<file path="config.mk">
export PLATFORM = sky130hd
export DESIGN_NAME = arb_front_flat
export DESIGN_NICKNAME = d
export VERILOG_FILES = /design/src/design/arb_pkg.sv /design/src/design/arb_if.sv /design/src/design/arb_front.sv /design/src/flat_wrapper.sv
export SDC_FILE = /design/constraint.sdc
export NUM_CORES = 1
export LEC_CHECK = 0
export ABC_CLOCK_PERIOD_IN_PS = 2000
export BUFFER_PORTS_ARGS = -buffer_cell sky130_fd_sc_hd__buf_2
export CAP_MARGIN = 10
export CORE_ASPECT_RATIO = 0.75
export CORE_MARGIN = 2
export CORE_UTILIZATION = 40
export DETAILED_ROUTE_END_ITERATION = 16
export PLACE_DENSITY_LB_ADDON = 0.05
export SLEW_MARGIN = 20
export SYNTH_ARGS = -nofsm -noshare
export SYNTH_HDL_FRONTEND = slang
export SYNTH_SLANG_ARGS = --single-unit
</file>
<file path="constraint.sdc">
create_clock -name clk -period 2 [get_ports clk]
set_input_delay 0.3 -clock clk [delete_from_list [all_inputs] [get_ports clk]]
set_output_delay 0.3 -clock clk [all_outputs]
set_load 0.02 [all_outputs]
</file>
<file path="src/design/arb_pkg.sv">
// Shared constants, codes and types of the arcball rotation unit.
// No dependencies; arb_if, arb_front, arb_back, the top level and the testbench use it.
package arb_pkg;

	localparam int FRAC_BITS_DEF  = 16;
	localparam int POINT_BITS_DEF = 13;
	localparam int CFG_IDX_W      = 2;
	localparam int CFG_DATA_W     = 14;
	localparam int OUT_W          = 18;
	localparam int MUL_W          = 32;
	localparam int SQ_W           = 64;
	localparam int ROOT_W         = SQ_W / 2;

	typedef enum logic [CFG_IDX_W-1:0] {
		REG_WIDTH  = 2'd0,
		REG_HEIGHT = 2'd1,
		REG_MODE   = 2'd2
	} cfg_reg_t;

	typedef enum logic {
		KIND_CLICK = 1'b0,
		KIND_DRAG  = 1'b1
	} kind_t;

	typedef enum logic {
		MODE_LOOKAT = 1'b0,
		MODE_ORBIT  = 1'b1
	} mode_t;

	typedef struct packed {
		logic [CFG_DATA_W-1:0] width;
		logic [CFG_DATA_W-1:0] height;
		mode_t                 mode;
	} cfg_t;

endpackage

</file>
<file path="src/design/arb_if.sv">
// Channel interfaces of the arcball rotation unit: pointer items, results
// and configuration writes. Depends on arb_pkg.
interface arb_point_if #(
	parameter int POINT_BITS = arb_pkg::POINT_BITS_DEF
) ();
	logic                  valid;
	logic                  ready;
	logic                  kind;
	logic [POINT_BITS-1:0] point_x;
	logic [POINT_BITS-1:0] point_y;

	modport source (output valid, kind, point_x, point_y, input ready);
	modport sink (input valid, kind, point_x, point_y, output ready);
endinterface


interface arb_cfg_if ();
	logic                              valid;
	logic                              ready;
	logic [arb_pkg::CFG_IDX_W-1:0]     index;
	logic [arb_pkg::CFG_DATA_W-1:0]    data;

	modport source (output valid, index, data, input ready);
	modport sink (input valid, index, data, output ready);
endinterface

</file>
<file path="src/design/arb_front.sv">
// Front end: configuration registers and a two-entry queue of pointer items.
// Depends on arb_pkg and the channel interfaces in arb_if.
module arb_front #(
	parameter int POINT_BITS = arb_pkg::POINT_BITS_DEF
) (
	input  logic                  clk,
	input  logic                  arst_n,
	arb_point_if.sink             pointer,
	arb_cfg_if.sink               cfg,
	output arb_pkg::cfg_t         cfg_regs,
	output logic                  q_valid,
	input  logic                  q_pop,
	output arb_pkg::kind_t        q_kind,
	output logic [POINT_BITS-1:0] q_px,
	output logic [POINT_BITS-1:0] q_py
);
	import arb_pkg::*;

	cfg_t                  cfg_q;
	kind_t                 kind_e [2];
	logic [POINT_BITS-1:0] px_e [2];
	logic [POINT_BITS-1:0] py_e [2];
	logic                  wr_q;
	logic                  rd_q;
	logic [1:0]            cnt_q;
	logic                  push;

	assign pointer.ready = cnt_q != 2'd2;
	assign cfg.ready     = 1'b1;
	assign push          = pointer.valid && pointer.ready;

	always_ff @(posedge clk or negedge arst_n) begin
		if (!arst_n) begin
			cfg_q.width  <= CFG_DATA_W'(640);
			cfg_q.height <= CFG_DATA_W'(480);
			cfg_q.mode   <= MODE_LOOKAT;
		end else if (cfg.valid) begin
			case (cfg_reg_t'(cfg.index))
				REG_WIDTH: begin
					cfg_q.width <= cfg.data;
				end
				REG_HEIGHT: begin
					cfg_q.height <= cfg.data;
				end
				REG_MODE: begin
					cfg_q.mode <= mode_t'(cfg.data[0]);
				end
				default: begin
					// drop writes beyond the register list
				end
			endcase
		end
	end

	always_ff @(posedge clk or negedge arst_n) begin
		if (!arst_n) begin
			wr_q  <= 1'b0;
			rd_q  <= 1'b0;
			cnt_q <= '0;
		end else begin
			if (push) begin
				kind_e[wr_q] <= kind_t'(pointer.kind);
				px_e[wr_q]   <= pointer.point_x;
				py_e[wr_q]   <= pointer.point_y;
				wr_q         <= ~wr_q;
			end
			if (q_pop) begin
				rd_q <= ~rd_q;
			end
			cnt_q <= cnt_q + {1'b0, push} - {1'b0, q_pop};
		end
	end

	assign cfg_regs = cfg_q;
	assign q_valid  = cnt_q != 2'd0;
	assign q_kind   = kind_e[rd_q];
	assign q_px     = px_e[rd_q];
	assign q_py     = py_e[rd_q];
endmodule

</file>
<file path="src/flat_wrapper.sv">
// flat-port wrapper written by rule: the top's interface ports become plain ports
module arb_front_flat import arb_pkg::*;
#(
	parameter int POINT_BITS = arb_pkg::POINT_BITS_DEF
)
  (clk, arst_n, cfg_regs, q_valid, q_pop, q_kind, q_px, q_py, pointer_valid, pointer_kind, pointer_point_x, pointer_point_y, pointer_ready, cfg_valid, cfg_index, cfg_data, cfg_ready);
  arb_point_if #(.POINT_BITS(POINT_BITS)) pointer_i ();
  arb_cfg_if cfg_i ();
  input  logic clk;
  input  logic arst_n;
  output arb_pkg::cfg_t cfg_regs;
  output logic q_valid;
  input  logic q_pop;
  output arb_pkg::kind_t q_kind;
  output logic [POINT_BITS-1:0] q_px;
  output logic [POINT_BITS-1:0] q_py;
  input wire logic [$bits(pointer_i.valid)-1:0] pointer_valid;
  input wire logic [$bits(pointer_i.kind)-1:0] pointer_kind;
  input wire logic [$bits(pointer_i.point_x)-1:0] pointer_point_x;
  input wire logic [$bits(pointer_i.point_y)-1:0] pointer_point_y;
  output wire logic [$bits(pointer_i.ready)-1:0] pointer_ready;
  input wire logic [$bits(cfg_i.valid)-1:0] cfg_valid;
  input wire logic [$bits(cfg_i.index)-1:0] cfg_index;
  input wire logic [$bits(cfg_i.data)-1:0] cfg_data;
  output wire logic [$bits(cfg_i.ready)-1:0] cfg_ready;
  assign pointer_i.valid = pointer_valid;
  assign pointer_i.kind = pointer_kind;
  assign pointer_i.point_x = pointer_point_x;
  assign pointer_i.point_y = pointer_point_y;
  assign pointer_ready = pointer_i.ready;
  assign cfg_i.valid = cfg_valid;
  assign cfg_i.index = cfg_index;
  assign cfg_i.data = cfg_data;
  assign cfg_ready = cfg_i.ready;
  arb_front #(.POINT_BITS(POINT_BITS)) u_core (.clk(clk), .arst_n(arst_n), .pointer(pointer_i), .cfg(cfg_i), .cfg_regs(cfg_regs), .q_valid(q_valid), .q_pop(q_pop), .q_kind(q_kind), .q_px(q_px), .q_py(q_py));
endmodule
</file>
; ---- Word-level counts from Yosys, hierarchy flattened
; Memory sizes are Yosys's and may differ from the RTL's.
; Index checks and enable logic that the tools add are counted.
[totals]
wordCells = 25
regBits = 33
mem_bits_rw = 54
out_inout_bits = 59
mem_count = 3
[mem_list]
columns = memory, depth, word_bits, read_ports, rd_ports_with_merged_regs, wr, line_no
row1 = u_core.px_e, 2, 13, 1, 0, 1, arb_front.sv:21  ; logic [POINT_BITS-1:0] px_e [2];
row2 = u_core.py_e, 2, 13, 1, 0, 1, arb_front.sv:22  ; logic [POINT_BITS-1:0] py_e [2];
row3 = u_core.kind_e, 2, 1, 1, 0, 1, arb_front.sv:20  ; kind_t kind_e [2];
[classes]
addsub = 2
n_bitwise = 2
n_reduce_logical = 7
n_eq_ne = 3
muxes = 2
[op_table]
columns = cell, n
row1 = AND reduction 2 bit, 3
row2 = adder 2 x 1 -> 2 bit, 1
row3 = "== test 2 x 1 -> 1 bit, second input constant", 1
row4 = "== test 2 bit, second input constant", 1
row5 = logical AND 1 bit, 2
row6 = zero test 2 bit, 1
row7 = two-way mux 1 bit, 2
row8 = "!= test 2 bit, second input constant", 1
row9 = NOT 1 bit, 2
row10 = nonzero test 2 bit, 1
row11 = subtractor 2 x 1 -> 2 bit, 1

; ---- Longest topological paths before layout
[depth]
depth_word = 5
ltp_mapped = 6
mapped_depth_nobuf = 6

; ---- Worst setup path after synthesis
; No wires, ideal clock.
[synth_path]
kind = reg2reg
start = reg u_core.cnt_q[1]
end = mem u_core.kind_e[0] (netlist name) (enable)
path_slack_ns = -0.269
path_stages_with_launch = 4
arrival_ns = 1.858
path_buffers = 0
path_cell_list = dfrtp_1 nand2b_1 nand3_1 nor2_1
[synth_between]
elab_chain_len = 5
[synth_rtl]
columns = element, line_no
row1 = from (decl), arb_front.sv:25  ; logic [1:0] cnt_q;
row2 = from (signal assigned), arb_front.sv:70  ; cnt_q <= cnt_q + {1'b0, push} - {1'b0, q_pop};
row3 = != test 2 bit, arb_front.sv:28  ; assign pointer.ready = cnt_q != 2'd2;
row4 = named net pointer_ready, flat_wrapper.sv:21  ; output wire logic [$bits(pointer_i.ready)-1:0] pointer_ready;
row5 = logical AND 1 bit, arb_front.sv:30  ; assign push = pointer.valid && pointer.ready;
row6 = two-way mux 1 bit, arb_front.sv:61  ; if (push) begin
row7 = logical AND 1 bit (implied by the code), arb_front.sv:62  ; kind_e[wr_q] <= kind_t'(pointer.kind);
row8 = two-way mux 1 bit (implied by the code), arb_front.sv:62
row9 = to (decl), arb_front.sv:20
; The timed path passes the listed nets, and every way through them passes these cells.

; ---- Final worst setup path
[layout_path]
start = reg u_core.rd_q
end = out q_px[5]
[layout_between]
elab_chain_len = 1
[layout_rtl]
columns = element, line_no
row1 = from (decl), arb_front.sv:24  ; logic rd_q;
row2 = from (signal assigned), arb_front.sv:68  ; rd_q <= ~rd_q;
row3 = memory (2 x 13 bit), -
row4 = to (decl), flat_wrapper.sv:15  ; output logic [POINT_BITS-1:0] q_px;
; Every way passes these cells.

==> results.tsv <==
stage	metric	value	unit
outcome	outcome	complete, no violations	
critical_path	reg2reg_depth	4	
detailed_routing	drt_iter0_drc	45	
sta	hold_violations	0	
power	power.density	1230	mW/mm²
grt	antenna_found_initial	0	
critical_path	path_cells	buf_12 > mux2_2 > buf_2	
layout	finalNonFillerCells	393	
layout	final_nets	333	
power	total_power	5.11	mW
sta	fmax	568	MHz
worst_hold_path	hp-class	in -> async	
critical_path	reg2reg_from	u_core.cnt_q[1]$_DFF_PN0_	
layout	area_growth	26.8	%
critical_path	rrSetupSlack	0.56	ns
critical_path	critPathLaunch	u_core.rd_q$_DFFE_PN0P_	
sta	setup_violations	0	
job	cap_violations	0	
detailed_routing	vias	1831	
placed_design	place_congestion	0.668	
power	peakVddDrop	554	µV
critical_path	path_class	reg -> out	
layout	mostFrequentLayoutCell	buf_2	
detailed_routing	wl	5950	µm
logic_synthesis	synth_fp_nets	217	
logic_synthesis	syn_area_per_cell	19.6	µm²
detailed_routing	ant_nets	0	
cts	clockBufferDepth	2	
power	leakagePower	1.72	nW
sta	rsz0062_at_grt	no	
placed_design	dp_slack	0.574	ns
sta	fin_ws	0.239	ns
critical_path	path_buf_inv	2	
die	die_area	0.00894	mm²
critical_path	cp-end-kind	primary output	
sta	fin_crit	1.76	ns
critical_path	crit_required	1.70	ns
logic_synthesis	netlist_instances	167	
die	die_w	109	µm
detailed_routing	first_pass_iters	4	
critical_path	worst_setup_path_start_kind	flop	
grt	grt_pass1_wl	9050	µm
die	die-height	82.4	µm
grt	grt_usage	13.9	%
placed_design	place_inst	377	
die	placementRows	28	
cts	hold_buffers	0	
cts	cts_tree	yes	
placed_design	portBuffers	105	
sta	final_max_slew_viol_count	0	
logic_synthesis	ys_ff_latch	87	
cts	cts.clk_slew.worst_paths	0.08	ns
layout	multi_input_area	777	µm²
layout	drive_gt1_share	66.0	%
critical_path	cp_top_family	flip-flops	
sta	tns	0	ns
cts	cts_buffers	9	
cts	cts_setup_buffers	0	
logic_synthesis	yosysWarningCount	0	
cts	worst_skew_pair.late_latency	0.34	ns
critical_path	crit_slowest_cell	dfrtp_1	
cts	clock-sinks	87	
grt	grt_overflow_total	0	
cts	ctsResizeCount	0	
die	floorplan.io_pins	107	
logic_synthesis	netlist_area	0.00328	mm²
logic_synthesis	ys_seq_area_share	74.9	%
die	core	0.00792	mm²
critical_path	worst_ep_arrival_time	1.46	ns
critical_path	cp.depth	3	
critical_path	cpPeakStageDelay	0.37	ns
logic_synthesis	yosysUniqueCellTypes	21	
layout	seq_area	0.00245	mm²
cts	htreeDepth	3	
layout	fillers	693	
die	initial_core_util	41.4	%
detailed_routing	wl_per_cell	15.1	µm
placed_design	place_hpwl	4010	µm
sta	fin_crit_sh	88.0	%
cts	cts-root-buf	clkbuf_8	
grt	grt_pass1_vias	1776	
critical_path	crit_path_end	q_px[5]	
sta	clock_skew	0.00540	ns
grt	grt_start_max_net_pins	34	
detailed_routing	via_per_inst	4.66	
detailed_routing	drc	0	
layout	final_cell_mix	105 x buf_2, 56 x mux2_2, 54 x edfxtp_1, 27 x dfrtp_1, 9 x clkbuf_8	
layout	diodes	0	
critical_path	cp_max_fo	28	
critical_path	timing.rr.end	u_core.px_e[1][0]$_DFFE_PP_	
[state kept, by name, summed over array words and instances (netlist names)]
name / count
u_core.wr_q: 1
u_core.rd_q: 1
u_core.px_e: 26
u_core.cnt_q: 2
u_core.kind_e: 2
u_core.cfg_regs: 29
u_core.py_e: 26
[stage by stage]
stage	util, %	hold WS [ns]	area (µm²)
2_1_floorplan	-	0.00441	3280
3_3_place_gp	50.1	0.414	3970
3_5_place_dp	50.1	0.418	3970
4_1_cts	52.5	0.0314	4160
5_1_grt	52.5	0.0441	4160
6_report	52.5	0.0399	4160
[layout make-up]
| type | count | share of cell area [%] |
|---|---|---|
| Sequential cell | 87 | 59.1 |
| Multi-Input combinational cell | 72 | 18.7 |
| Timing Repair Buffer | 111 | 14.3 |
| Tap cell | 105 | 3.16 |
| Clock buffer | 10 | 3.07 |
| Clock inverter | 6 | 1.48 |
| Inverter | 2 | 0.181 |
[synth_stat cells, drive strengths merged]
cell	count	area, µm²
mux2	56	631
edfxtp	54	1620
dfrtp	27	676
buf	6	41.3
dfstp	6	158
ha	2	25.0
inv	2	7.51
nand3b	2	27.5
xnor2	2	17.5
xor2	2	17.5
and2	1	6.26
and3	1	6.26
conb	1	3.75
nand2b	1	6.26
nand3	1	5.00
nor2	1	3.75
nor3b	1	18.8
or2	1	6.26
[worst min-delay path by stage]
| stage | startpoint | end | depth (start not counted) |
|---|---|---|---|
| detailed placement | arst_n | u_core.cfg_regs[1]$_DFFE_PN0P_ | 2 |
| finish | arst_n | u_core.cfg_regs[23]$_DFFE_PN0P_ | 2 |
| floorplan | arst_n | u_core.cfg_regs[0]$_DFFE_PN0P_ | 0 |
| global placement | arst_n | u_core.cfg_regs[0]$_DFFE_PN0P_ | 2 |
| CTS | arst_n | u_core.cfg_regs[10]$_DFFE_PN0P_ | 2 |
| global route | arst_n | u_core.cnt_q[0]$_DFF_PN0_ | 2 |
[metal layers]
layer / share of wire [%] / track usage [%] / vias to the layer above / wire [µm]
li1: - / - / 851 / -
met1: 46 / 17.9 / 914 / 2730
met2: 47 / 21.2 / 56 / 2770
met3: 6.1 / 4.63 / 10 / 364
met4: 1.5 / 6.92 / 0 / 88
met5: 0 / 0 / - / 0
[power by group]
part / switching, mW / total (mW) / internal, mW / leakage, nW
clock network: 0.578 / 1.15 / 0.571 / 0.0876
logic: 0.931 / 1.62 / 0.692 / 0.757
registers: 0.104 / 2.34 / 2.24 / 0.875
[kinds of logic after synthesis]
kind of cell	Yosys count	synth area share, %
simple gates	9	2.44
other cells	1	0.114
mux	56	19.2
fa+ha+maj	2	0.763
flops	87	74.9
buf+inv	8	1.49
xor+xnor	4	1.07
[worst register-to-register path: cells and delay by family, from the launching register on]
kind,cells,cell delay [ns]
AND/OR/NAND/NOR,3,0.52
flip-flops,1,0.40
buffers and inverters,1,0.20
Note: power is estimated with default switching activity, not from simulation.
